$ cat src/hdl/glb_pkg.sv
// Shared types, constants and codes of the greedy line breaker and aligner.
`default_nettype none

package glb_pkg;

  // Field widths of the fixed point words and counters.
  localparam int unsigned WidthBits  = 22;
  localparam int unsigned CountBits  = 12;
  localparam int unsigned IndentBits = 23;
  localparam int unsigned ModeBits   = 3;
  localparam int unsigned CfgIdxBits = 2;

  // Configuration register indexes.
  localparam logic [CfgIdxBits-1:0] CfgSpaceWidth = 2'd0;
  localparam logic [CfgIdxBits-1:0] CfgLineLimit  = 2'd1;
  localparam logic [CfgIdxBits-1:0] CfgAlignMode  = 2'd2;

  // Alignment mode codes.
  localparam logic [ModeBits-1:0] ModeNone    = 3'd0;
  localparam logic [ModeBits-1:0] ModeLeft    = 3'd1;
  localparam logic [ModeBits-1:0] ModeRight   = 3'd2;
  localparam logic [ModeBits-1:0] ModeJustify = 3'd3;
  localparam logic [ModeBits-1:0] ModeCenter  = 3'd4;

  // One input word.
  typedef struct packed {
    logic [WidthBits-1:0] word_len;
    logic                 paragraph_end;
  } in_t;

  // One emitted line.
  typedef struct packed {
    logic signed [IndentBits-1:0] indent;
    logic [WidthBits-1:0]         gap;
    logic [CountBits-1:0]         words_in_line;
    logic                         final_line;
    logic                         run_last;
  } out_t;

  // Commands from the controller to the datapath.
  typedef struct packed {
    logic latch_in;
    logic div_start;
    logic load_out;
    logic emit_final;
    logic clear_line;
    logic add_word;
  } ctrl_cmd_t;

  // Status from the datapath to the controller.
  typedef struct packed {
    logic brk;
    logic pend;
    logic div_done;
    logic out_free;
  } dp_sts_t;

endpackage

`default_nettype wire

$ cat src/hdl/glb_div.sv
// Bit-serial restoring divider for the justify spacing.
`default_nettype none

module glb_div (
  input  wire logic                          clk_i,
  input  wire logic                          rst_ni,
  input  wire logic                          start_i,
  input  wire logic [glb_pkg::WidthBits-1:0] dividend_i,
  input  wire logic [glb_pkg::CountBits-1:0] divisor_i,
  output logic      [glb_pkg::WidthBits-1:0] quotient_o,
  output logic                               done_o
);
  import glb_pkg::*;

  localparam int unsigned CntBits = $clog2(WidthBits);
  localparam logic [CntBits-1:0] LastStep = CntBits'(WidthBits - 1);

  logic                 busy_q, busy_d;
  logic                 done_q, done_d;
  logic [CntBits-1:0]   cnt_q, cnt_d;
  logic [CountBits-1:0] rem_q, rem_d;
  logic [WidthBits-1:0] quo_q, quo_d;
  logic [CountBits-1:0] dvs_q, dvs_d;
  logic [CountBits:0]   shifted;
  logic [CountBits:0]   diff;
  logic                 fits;

  // One quotient bit per cycle: shift in the next dividend bit, try to subtract.
  // The partial remainder stays below the divisor, so it fits the count width.
  assign shifted = {rem_q, quo_q[WidthBits-1]};
  assign diff    = shifted - {1'b0, dvs_q};
  assign fits    = shifted >= {1'b0, dvs_q};

  always_comb begin
    busy_d = busy_q;
    done_d = 1'b0;
    cnt_d  = cnt_q;
    rem_d  = rem_q;
    quo_d  = quo_q;
    dvs_d  = dvs_q;
    if (start_i) begin
      busy_d = 1'b1;
      cnt_d  = '0;
      rem_d  = '0;
      quo_d  = dividend_i;
      dvs_d  = divisor_i;
    end else if (busy_q) begin
      rem_d = fits ? diff[CountBits-1:0] : shifted[CountBits-1:0];
      quo_d = {quo_q[WidthBits-2:0], fits};
      cnt_d = cnt_q + CntBits'(1);
      if (cnt_q == LastStep) begin
        busy_d = 1'b0;
        done_d = 1'b1;
      end
    end
  end

  // Control flags reset; the arithmetic registers need none.
  always_ff @(posedge clk_i or negedge rst_ni) begin
    if (!rst_ni) begin
      busy_q <= 1'b0;
      done_q <= 1'b0;
      cnt_q  <= '0;
    end else begin
      busy_q <= busy_d;
      done_q <= done_d;
      cnt_q  <= cnt_d;
    end
  end

  always_ff @(posedge clk_i) begin
    rem_q <= rem_d;
    quo_q <= quo_d;
    dvs_q <= dvs_d;
  end

  assign quotient_o = quo_q;
  assign done_o     = done_q;

endmodule

`default_nettype wire

$ cat src/hdl/glb_datapath.sv
// Datapath: configuration, line state, alignment arithmetic and output register.
`default_nettype none

module glb_datapath (
  input  wire logic                           clk_i,
  input  wire logic                           rst_ni,
  input  wire logic                           cfg_valid_i,
  input  wire logic [glb_pkg::CfgIdxBits-1:0] cfg_index_i,
  input  wire logic [glb_pkg::WidthBits-1:0]  cfg_data_i,
  input  wire glb_pkg::in_t                   in_data_i,
  input  wire glb_pkg::ctrl_cmd_t             cmd_i,
  output glb_pkg::dp_sts_t                    sts_o,
  output logic                                out_valid_o,
  input  wire logic                           out_stall_i,
  output glb_pkg::out_t                       out_data_o
);
  import glb_pkg::*;

  localparam logic [WidthBits-1:0] WidthMax = {WidthBits{1'b1}};
  localparam logic [CountBits-1:0] CountMax = {CountBits{1'b1}};

  logic [WidthBits-1:0] space_q, limit_q;
  logic [ModeBits-1:0]  mode_q;
  logic [WidthBits-1:0] width_q, width_d;
  logic [CountBits-1:0] words_q, words_d;
  logic [WidthBits-1:0] word_q;
  logic                 pend_q;
  logic                 out_valid_q, out_valid_d;
  out_t                 out_q;
  out_t                 line;

  logic [WidthBits+1:0]         sum;
  logic [ModeBits-1:0]          mode_eff;
  logic signed [IndentBits-1:0] slack, slack_adj, center;
  logic                         slack_neg;
  logic [WidthBits-1:0]         slack_abs;
  logic [WidthBits+1:0]         quo_ext;
  logic signed [WidthBits+1:0]  quo_s, gsum;
  logic [WidthBits-1:0]         gap_sat;
  logic [WidthBits-1:0]         quotient;
  logic                         div_done;
  logic                         out_xfer;

  // Configuration registers; to be written only while the block is idle, which the block does not enforce.
  always_ff @(posedge clk_i or negedge rst_ni) begin
    if (!rst_ni) begin
      space_q <= '0;
      limit_q <= '0;
      mode_q  <= ModeNone;
    end else if (cfg_valid_i) begin
      unique case (cfg_index_i)
        CfgSpaceWidth: space_q <= cfg_data_i;
        CfgLineLimit:  limit_q <= cfg_data_i;
        CfgAlignMode:  mode_q  <= cfg_data_i[ModeBits-1:0];
        default: ;
      endcase
    end
  end

  // Input word holding register.
  always_ff @(posedge clk_i) begin
    if (cmd_i.latch_in) begin
      word_q <= in_data_i.word_len;
      pend_q <= in_data_i.paragraph_end;
    end
  end

  // Width of the line if the pending word joined it, before saturation.
  assign sum = {2'b00, width_q} + {2'b00, space_q} + {2'b00, word_q};

  // Line state: add the word with saturation, or clear after a line is emitted.
  always_comb begin
    width_d = width_q;
    words_d = words_q;
    if (cmd_i.clear_line) begin
      width_d = '0;
      words_d = '0;
    end else if (cmd_i.add_word) begin
      if (words_q == '0) begin
        width_d = word_q;
      end else begin
        width_d = (sum > {2'b00, WidthMax}) ? WidthMax : sum[WidthBits-1:0];
      end
      if (words_q != CountMax) begin
        words_d = words_q + CountBits'(1);
      end
    end
  end

  always_ff @(posedge clk_i or negedge rst_ni) begin
    if (!rst_ni) begin
      width_q <= '0;
      words_q <= '0;
    end else begin
      width_q <= width_d;
      words_q <= words_d;
    end
  end

  // Slack of the current line and its magnitude for the divider.
  assign slack     = $signed({1'b0, limit_q}) - $signed({1'b0, width_q});
  assign slack_neg = slack[IndentBits-1];
  assign slack_abs = slack_neg ? WidthBits'(-slack) : slack[WidthBits-1:0];

  glb_div u_div (
    .clk_i      (clk_i),
    .rst_ni     (rst_ni),
    .start_i    (cmd_i.div_start),
    .dividend_i (slack_abs),
    .divisor_i  (words_q - CountBits'(1)),
    .quotient_o (quotient),
    .done_o     (div_done)
  );

  // Half the slack, truncated toward zero.
  assign slack_adj = slack + $signed({{(IndentBits-1){1'b0}}, slack_neg});
  assign center    = slack_adj >>> 1;

  // Justified gap: space plus signed quotient, clamped to the field range.
  assign quo_ext = {2'b00, quotient};
  assign quo_s   = slack_neg ? -$signed(quo_ext) : $signed(quo_ext);
  assign gsum    = $signed({2'b00, space_q}) + quo_s;

  always_comb begin
    if (gsum[WidthBits+1]) begin
      gap_sat = '0;
    end else if (gsum[WidthBits]) begin
      gap_sat = WidthMax;
    end else begin
      gap_sat = gsum[WidthBits-1:0];
    end
  end

  // Unused mode codes behave as left.
  assign mode_eff = (mode_q > ModeCenter) ? ModeLeft : mode_q;

  // Assemble the emitted line from the current state.
  always_comb begin
    line.indent        = '0;
    line.gap           = space_q;
    line.words_in_line = words_q;
    line.final_line    = cmd_i.emit_final;
    line.run_last      = cmd_i.emit_final | ~pend_q;
    unique case (mode_eff)
      ModeRight:  line.indent = slack;
      ModeCenter: line.indent = center;
      ModeJustify: begin
        if (!cmd_i.emit_final) begin
          line.gap = (words_q > CountBits'(1)) ? gap_sat : '0;
        end
      end
      default: ;
    endcase
  end

  // Output register: a result waits here while the receiver stalls.
  assign out_xfer = out_valid_q & ~out_stall_i;

  always_comb begin
    out_valid_d = out_valid_q;
    if (cmd_i.load_out) begin
      out_valid_d = 1'b1;
    end else if (out_xfer) begin
      out_valid_d = 1'b0;
    end
  end

  always_ff @(posedge clk_i or negedge rst_ni) begin
    if (!rst_ni) begin
      out_valid_q <= 1'b0;
    end else begin
      out_valid_q <= out_valid_d;
    end
  end

  always_ff @(posedge clk_i) begin
    if (cmd_i.load_out) begin
      out_q <= line;
    end
  end

  // Status for the controller.
  always_comb begin
    sts_o.brk      = (mode_q != ModeNone) && (words_q != '0) && (sum > {2'b00, limit_q});
    sts_o.pend     = pend_q;
    sts_o.div_done = div_done;
    sts_o.out_free = ~out_valid_q | out_xfer;
  end

  assign out_valid_o = out_valid_q;
  assign out_data_o  = out_q;

  // An emitted line always holds at least one word.
  a_words_nonzero: assert property (@(posedge clk_i) disable iff (!rst_ni)
    out_valid_q |-> (out_q.words_in_line != '0))
    else $error("emitted line with zero words");

  // A loaded result is presented in the next cycle.
  a_load_shows: assert property (@(posedge clk_i) disable iff (!rst_ni)
    cmd_i.load_out |=> out_valid_q)
    else $error("loaded result not presented");

endmodule

`default_nettype wire

$ cat src/hdl/glb_ctrl.sv
// Controller state machine that sequences break, add, divide and emit.
`default_nettype none

module glb_ctrl (
  input  wire logic             clk_i,
  input  wire logic             rst_ni,
  input  wire logic             in_valid_i,
  output logic                  in_stall_o,
  input  wire glb_pkg::dp_sts_t sts_i,
  output glb_pkg::ctrl_cmd_t    cmd_o
);
  import glb_pkg::*;

  localparam logic [2:0] S_IDLE   = 3'd0;
  localparam logic [2:0] S_DECIDE = 3'd1;
  localparam logic [2:0] S_ADD    = 3'd2;
  localparam logic [2:0] S_FINAL  = 3'd3;
  localparam logic [2:0] S_DIV    = 3'd4;
  localparam logic [2:0] S_EMIT   = 3'd5;

  logic [2:0] state_q, state_d;
  logic       final_q, final_d;

  // Next state and commands.
  always_comb begin
    state_d = state_q;
    final_d = final_q;
    cmd_o   = '0;
    cmd_o.emit_final = final_q;
    unique case (state_q)
      S_IDLE: begin
        if (in_valid_i) begin
          cmd_o.latch_in = 1'b1;
          state_d        = S_DECIDE;
        end
      end
      S_DECIDE: begin
        if (sts_i.brk) begin
          cmd_o.div_start = 1'b1;
          final_d         = 1'b0;
          state_d         = S_DIV;
        end else begin
          state_d = S_ADD;
        end
      end
      S_ADD: begin
        cmd_o.add_word = 1'b1;
        state_d        = sts_i.pend ? S_FINAL : S_IDLE;
      end
      S_FINAL: begin
        cmd_o.div_start = 1'b1;
        final_d         = 1'b1;
        state_d         = S_DIV;
      end
      S_DIV: begin
        if (sts_i.div_done) begin
          state_d = S_EMIT;
        end
      end
      S_EMIT: begin
        if (sts_i.out_free) begin
          cmd_o.load_out   = 1'b1;
          cmd_o.clear_line = 1'b1;
          state_d          = final_q ? S_IDLE : S_ADD;
        end
      end
      default: state_d = S_IDLE;
    endcase
  end

  always_ff @(posedge clk_i or negedge rst_ni) begin
    if (!rst_ni) begin
      state_q <= S_IDLE;
      final_q <= 1'b0;
    end else begin
      state_q <= state_d;
      final_q <= final_d;
    end
  end

  assign in_stall_o = (state_q != S_IDLE);

  // A result is loaded only into a free output register.
  a_load_free: assert property (@(posedge clk_i) disable iff (!rst_ni)
    cmd_o.load_out |-> sts_i.out_free)
    else $error("result loaded over a waiting result");

  // After an input transfer the block is busy in the next cycle.
  a_accept_busy: assert property (@(posedge clk_i) disable iff (!rst_ni)
    (in_valid_i && !in_stall_o) |=> in_stall_o)
    else $error("input taken again without processing");

  // The divider finishes only while the controller waits for it.
  a_done_in_div: assert property (@(posedge clk_i) disable iff (!rst_ni)
    sts_i.div_done |-> (state_q == S_DIV))
    else $error("divider finished outside the divide state");

endmodule

`default_nettype wire

$ cat src/hdl/greedy_line_breaker_aligner.sv
// Top level of the greedy line breaker and aligner.
//
// Words enter on the input channel (in_valid_i / in_stall_o, payload in_data_i)
// as fixed point widths with a paragraph end flag. Lines leave on the output
// channel (out_valid_o / out_stall_i, payload out_data_o) with indent, gap,
// word count, a final line flag and a flag on the last line caused by a word.
// A transfer happens at a clock edge where valid is high and stall is low.
// Registers are written through cfg_valid_i / cfg_ready_o with cfg_index_i
// and cfg_data_i; cfg_ready_o is always high, and writes must go in only
// while idle, which the block does not enforce. Words are processed one at
// a time. Each emitted line passes through the bit-serial divider that forms
// the justify spacing over 22 quotient bits and is then loaded into the
// output register. A word that breaks the line first emits the line before
// it, and a word that ends its paragraph then emits its final line.
// A finished line waits in the output register while the receiver stalls;
// the next word is taken meanwhile, and the block holds only when a second
// line is ready while the first still waits. Reset clears the registers,
// the line state and any pending result.
`default_nettype none

module greedy_line_breaker_aligner (
  input  wire logic                           clk_i,
  input  wire logic                           rst_ni,
  input  wire logic                           cfg_valid_i,
  output logic                                cfg_ready_o,
  input  wire logic [glb_pkg::CfgIdxBits-1:0] cfg_index_i,
  input  wire logic [glb_pkg::WidthBits-1:0]  cfg_data_i,
  input  wire logic                           in_valid_i,
  output logic                                in_stall_o,
  input  wire glb_pkg::in_t                   in_data_i,
  output logic                                out_valid_o,
  input  wire logic                           out_stall_i,
  output glb_pkg::out_t                       out_data_o
);
  import glb_pkg::*;

  ctrl_cmd_t cmd;
  dp_sts_t   sts;

  assign cfg_ready_o = 1'b1;

  glb_ctrl u_ctrl (
    .clk_i      (clk_i),
    .rst_ni     (rst_ni),
    .in_valid_i (in_valid_i),
    .in_stall_o (in_stall_o),
    .sts_i      (sts),
    .cmd_o      (cmd)
  );

  glb_datapath u_dp (
    .clk_i       (clk_i),
    .rst_ni      (rst_ni),
    .cfg_valid_i (cfg_valid_i),
    .cfg_index_i (cfg_index_i),
    .cfg_data_i  (cfg_data_i),
    .in_data_i   (in_data_i),
    .cmd_i       (cmd),
    .sts_o       (sts),
    .out_valid_o (out_valid_o),
    .out_stall_i (out_stall_i),
    .out_data_o  (out_data_o)
  );

endmodule

`default_nettype wire

$ cat config.mk
export PLATFORM = sky130hd
export DESIGN_NAME = greedy_line_breaker_aligner
export DESIGN_NICKNAME = d
export VERILOG_FILES = /design/src/hdl/glb_pkg.sv /design/src/hdl/glb_div.sv /design/src/hdl/glb_datapath.sv /design/src/hdl/glb_ctrl.sv /design/src/hdl/greedy_line_breaker_aligner.sv
export SDC_FILE = /design/constraint.sdc
export NUM_CORES = 1
export LEC_CHECK = 0
export ABC_AREA = 0
export BUFFER_PORTS_ARGS = -buffer_cell sky130_fd_sc_hd__clkbuf_2
export CAP_MARGIN = 20
export CORE_MARGIN = 2
export CORE_UTILIZATION = 55
export DETAILED_ROUTE_END_ITERATION = 8
export GPL_TIMING_DRIVEN = 0
export HOLD_SLACK_MARGIN = 0.02
export PLACE_DENSITY = 0.72
export SLEW_MARGIN = 20
export SYNTH_ARGS = -nofsm -noshare
export SYNTH_HDL_FRONTEND = slang
export SYNTH_SLANG_ARGS = --single-unit
$ cat constraint.sdc
create_clock -name clk_i -period 12.75 [get_ports clk_i]
set_input_delay 0 -clock clk_i [delete_from_list [all_inputs] [get_ports clk_i]]
set_output_delay 0 -clock clk_i [all_outputs]
set_load 0.05 [all_outputs]
==> impl_results.md <==
- Register area: 6050 um^2
- Number of flops mapped to enable cells by yosys: 116
- Vias in the first global route: 12830
- Setup violations, final: 0
- Unrepaired setup endpoints after global routing: no
- Syn_area_per_cell: 9.66 um^2
- #FFs+latches synth: 221
- Residual DRC: 0
- Chip Height: 173 um
- Max frequency: 129 MHz
- Tot GR Track Use: 28.7%
- Max Cap Violations: 0
- Crit Reg-Reg Endpoint: u_dp.out_data_o[28]
- Final wirelength: 43000 um
- IO Count: 114
- Clk sinks: 221
- CTS H-Tree Depth: 1
- Multi-input logic area: 9010 um^2
- Seq/Total Area, Yosys: 38.7%
- Max clock buf depth: 3
- Async set-reset flop share out of synthesis: 42.1%
- Layout fillers: 2239
- Die W: 173 um
- Setup bufs post-CTS: 0
- Clk slew on worst S/H paths: 0.07 ns
- First-pass GRT wire length: 69000 um
- Initial antenna violation count: 0
- Syn nets: 1807
- Post-layout minimum cycle time: 7.77 ns
- Port bufs: 112
- Std-Cell Rows: 61
- Pins over their slew limit: 0
- Main synth FF type: edfxtp_1
- Clock latency on the worst-skew pair: 0.55 ns
- FF-to-FF Start: u_dp.limit_q[0]
- Layout cell share with drive strength beyond 1: 14.2%
- DP Wirelength: 32700 um
- CP bufs+invs: 5
- Post-cts resize count: 0
- Cts hold-fix bufs: 53
- Setup TNS: 0 ns
- Final Hold Viols: 0
- Number of distinct library cells after synthesis: 86
- Final RePlAce weighted congestion: 0.936
- Nets: 2002
- CP arrival: 8.06 ns
- Hold WC Path Type: primary input to async pin
- Initial DRC count: 1095
- Initial Util: 56.1%
- Crit Path Class: flop to flop
- Least-Margin Pin Slew: 1.07 ns
- CP Capture Type: flop
- Cells after synthesis: 1618
- Slowest CP cell: fa_1
- Via count: 13180
- CTS tree: built
- Die footprint: 29800 um^2
- CTS Buf Count: 26
- Area Overhead vs Synth: 16.7%
- Via density: 5.96
- DRT Pass-1 Iters: 6
- Routed Antenna Nets: 0
- Largest fanout on the critical path: 10
- CP Launch Type: flop
- Warnings from Yosys: 0
- Core area: 27900 um^2
- Family with the most delay on the worst path: compound AO/OA/AOI/OAI gates
- R2r worst-path depth: 25
- Reg-to-reg slack, setup: 4.98 ns
- Slew margin rel.: 28.1%
- # diodes: 0
- Clock root cell: clkbuf_16
- Mapped Area: 15600 um^2
- Final period utilization: 60.9%
- Grt total ovfl: 0
- Largest net degree at the start of global routing: 88
- Required time worst endpoint: 13.04 ns
- Max stage delay on crit path: 0.53 ns
- Worst Skew: 0.0196 ns
- Outcome: complete, no violations
- Routed len/inst: 19.4 um
==> worst reg2reg max path: stages (launching register included) <==
cell	delay, ns
dfrtp_1	0.40
inv_1	0.06
ha_1	0.16
inv_1	0.06
fa_1	0.43
a21oi_1	0.29
o21ai_1	0.18
nand3_2	0.16
a21oi_2	0.10
o41ai_4	0.41
o21a_1	0.40
clkbuf_1	0.44
clkbuf_1	0.46
o21ai_0	0.31
fa_1	0.53
a211oi_1	0.24
o21bai_1	0.12
a21oi_1	0.31
o21ai_0	0.27
a221oi_1	0.52
o21bai_1	0.17
o22ai_1	0.20
xor2_1	0.30
clkbuf_1	0.50
nor2_1	0.10
o21ai_0	0.39
==> final cells by class <==
cell class	instances	share of cell area, %
inverter	104	2.14
buffer	51	1.13
timing repair buffer	167	6.33
clock inverter	13	0.933
tap	378	2.59
multi-input combinational	1242	49.4
clock buffer	35	4.32
sequential	221	33.2
==> flip-flops by register name, summed over array words and instances (netlist names) <==
signal and count:
u_dp.out_data_o 59, u_dp.out_valid_o 1, u_ctrl.final_q 1, u_dp.u_div.dvs_q 12, u_dp.space_q 22, u_dp.u_div.done_o 1
u_dp.u_div.cnt_q 5, u_dp.mode_q 3, u_dp.u_div.rem_q 12, u_ctrl.state_q 3, u_dp.limit_q 22, u_dp.u_div.quotient_o 22
u_dp.u_div.busy_q 1, u_dp.pend_q 1, u_dp.width_q 22, u_dp.word_q 22, u_dp.words_q 12
==> cell families after synthesis <==
family                     Yosys count  synth area share (%)
AOI/OAI and AO/OA                  426                  18.6
xor gates and xnor gates           157                  8.94
adders and majority gates          137                  11.2
buffers and inverters              155                  3.79
DFF                                221                  38.7
muxes                               72                  5.13
other                                1                0.0240
and+or+nand+nor                    449                  13.6
==> how the worst max path moves through the flow <==
stage | startpoint | end | depth (start not counted)
final | u_dp.limit_q[0] | u_dp.out_data_o[28] | 25
after global placement | u_dp.limit_q[0] | u_dp.out_data_o[29] | 25
after floorplan | u_dp.space_q[1] | u_dp.u_div.quotient_o[0] | 27
after detailed placement | u_dp.limit_q[0] | u_dp.out_data_o[29] | 25
after CTS | u_dp.limit_q[0] | u_dp.out_data_o[29] | 25
after global routing | u_dp.limit_q[0] | u_dp.out_data_o[28] | 25
==> metal layers <==
layer / part of all wire, % / GRT usage (%) / up-vias
met5: 0 / 0 / -
li1: - / - / 6334
met1: 45 / 40.0 / 6318
met2: 46 / 47.2 / 455
met3: 6.1 / 3.54 / 73
met4: 2.9 / 8.30 / 0
==> cell usage after synthesis, types with 22 or more instances <==
master    number  share of area (%)
nand2_1      145                3.5
ha_1         132                 11
nor2_1       131                3.1
edfxtp_1     116                 22
inv_1        104                2.5
xnor2_1      101                5.7
a21oi_1       93                3.0
dfrtp_1       93                 15
o21ai_0       85                2.7
mux2_2        57                4.1
xor2_1        53                3.0
a21o_1        49                2.4
clkbuf_1      39               0.94
nor3_1        25               0.80
a211oi_1      24                1.2
nand3_1       22               0.70
o221ai_1      22                1.2
==> placed cells by master, fill, tap and decap left out, drive strengths merged, types with 22 or more instances in the layout <==
master	n
edfxtp	116
a21o	49
inv	106
xor2	54
mux2	65
nor3	25
dfrtp	93
a211oi	24
o21ai	90
dlygate4sd3	53
a21oi	96
ha	132
xnor2	103
nor2	131
o221ai	22
clkbuf	186
nand2	145
nand3	23
==> through the flow <==
stage          util (%)  instance area, um^2  instances  setup slack, ns  hold slack (ns)
2_1_floorplan         -                15600       1618             6.70           -0.296
3_3_place_gp       59.8                16700       2108             5.18            0.177
3_5_place_dp       60.1                16700       2110             5.19           -0.158
4_1_cts            65.5                18200       2211             5.13           0.0902
5_1_grt            65.5                18200       2211             4.56            0.112
6_report           65.5                18200       2211             4.98           0.0675
Power is left out: the tool's default activity adds up to more than one toggle a clock period on the data nets, which glitch-free logic cannot reach.
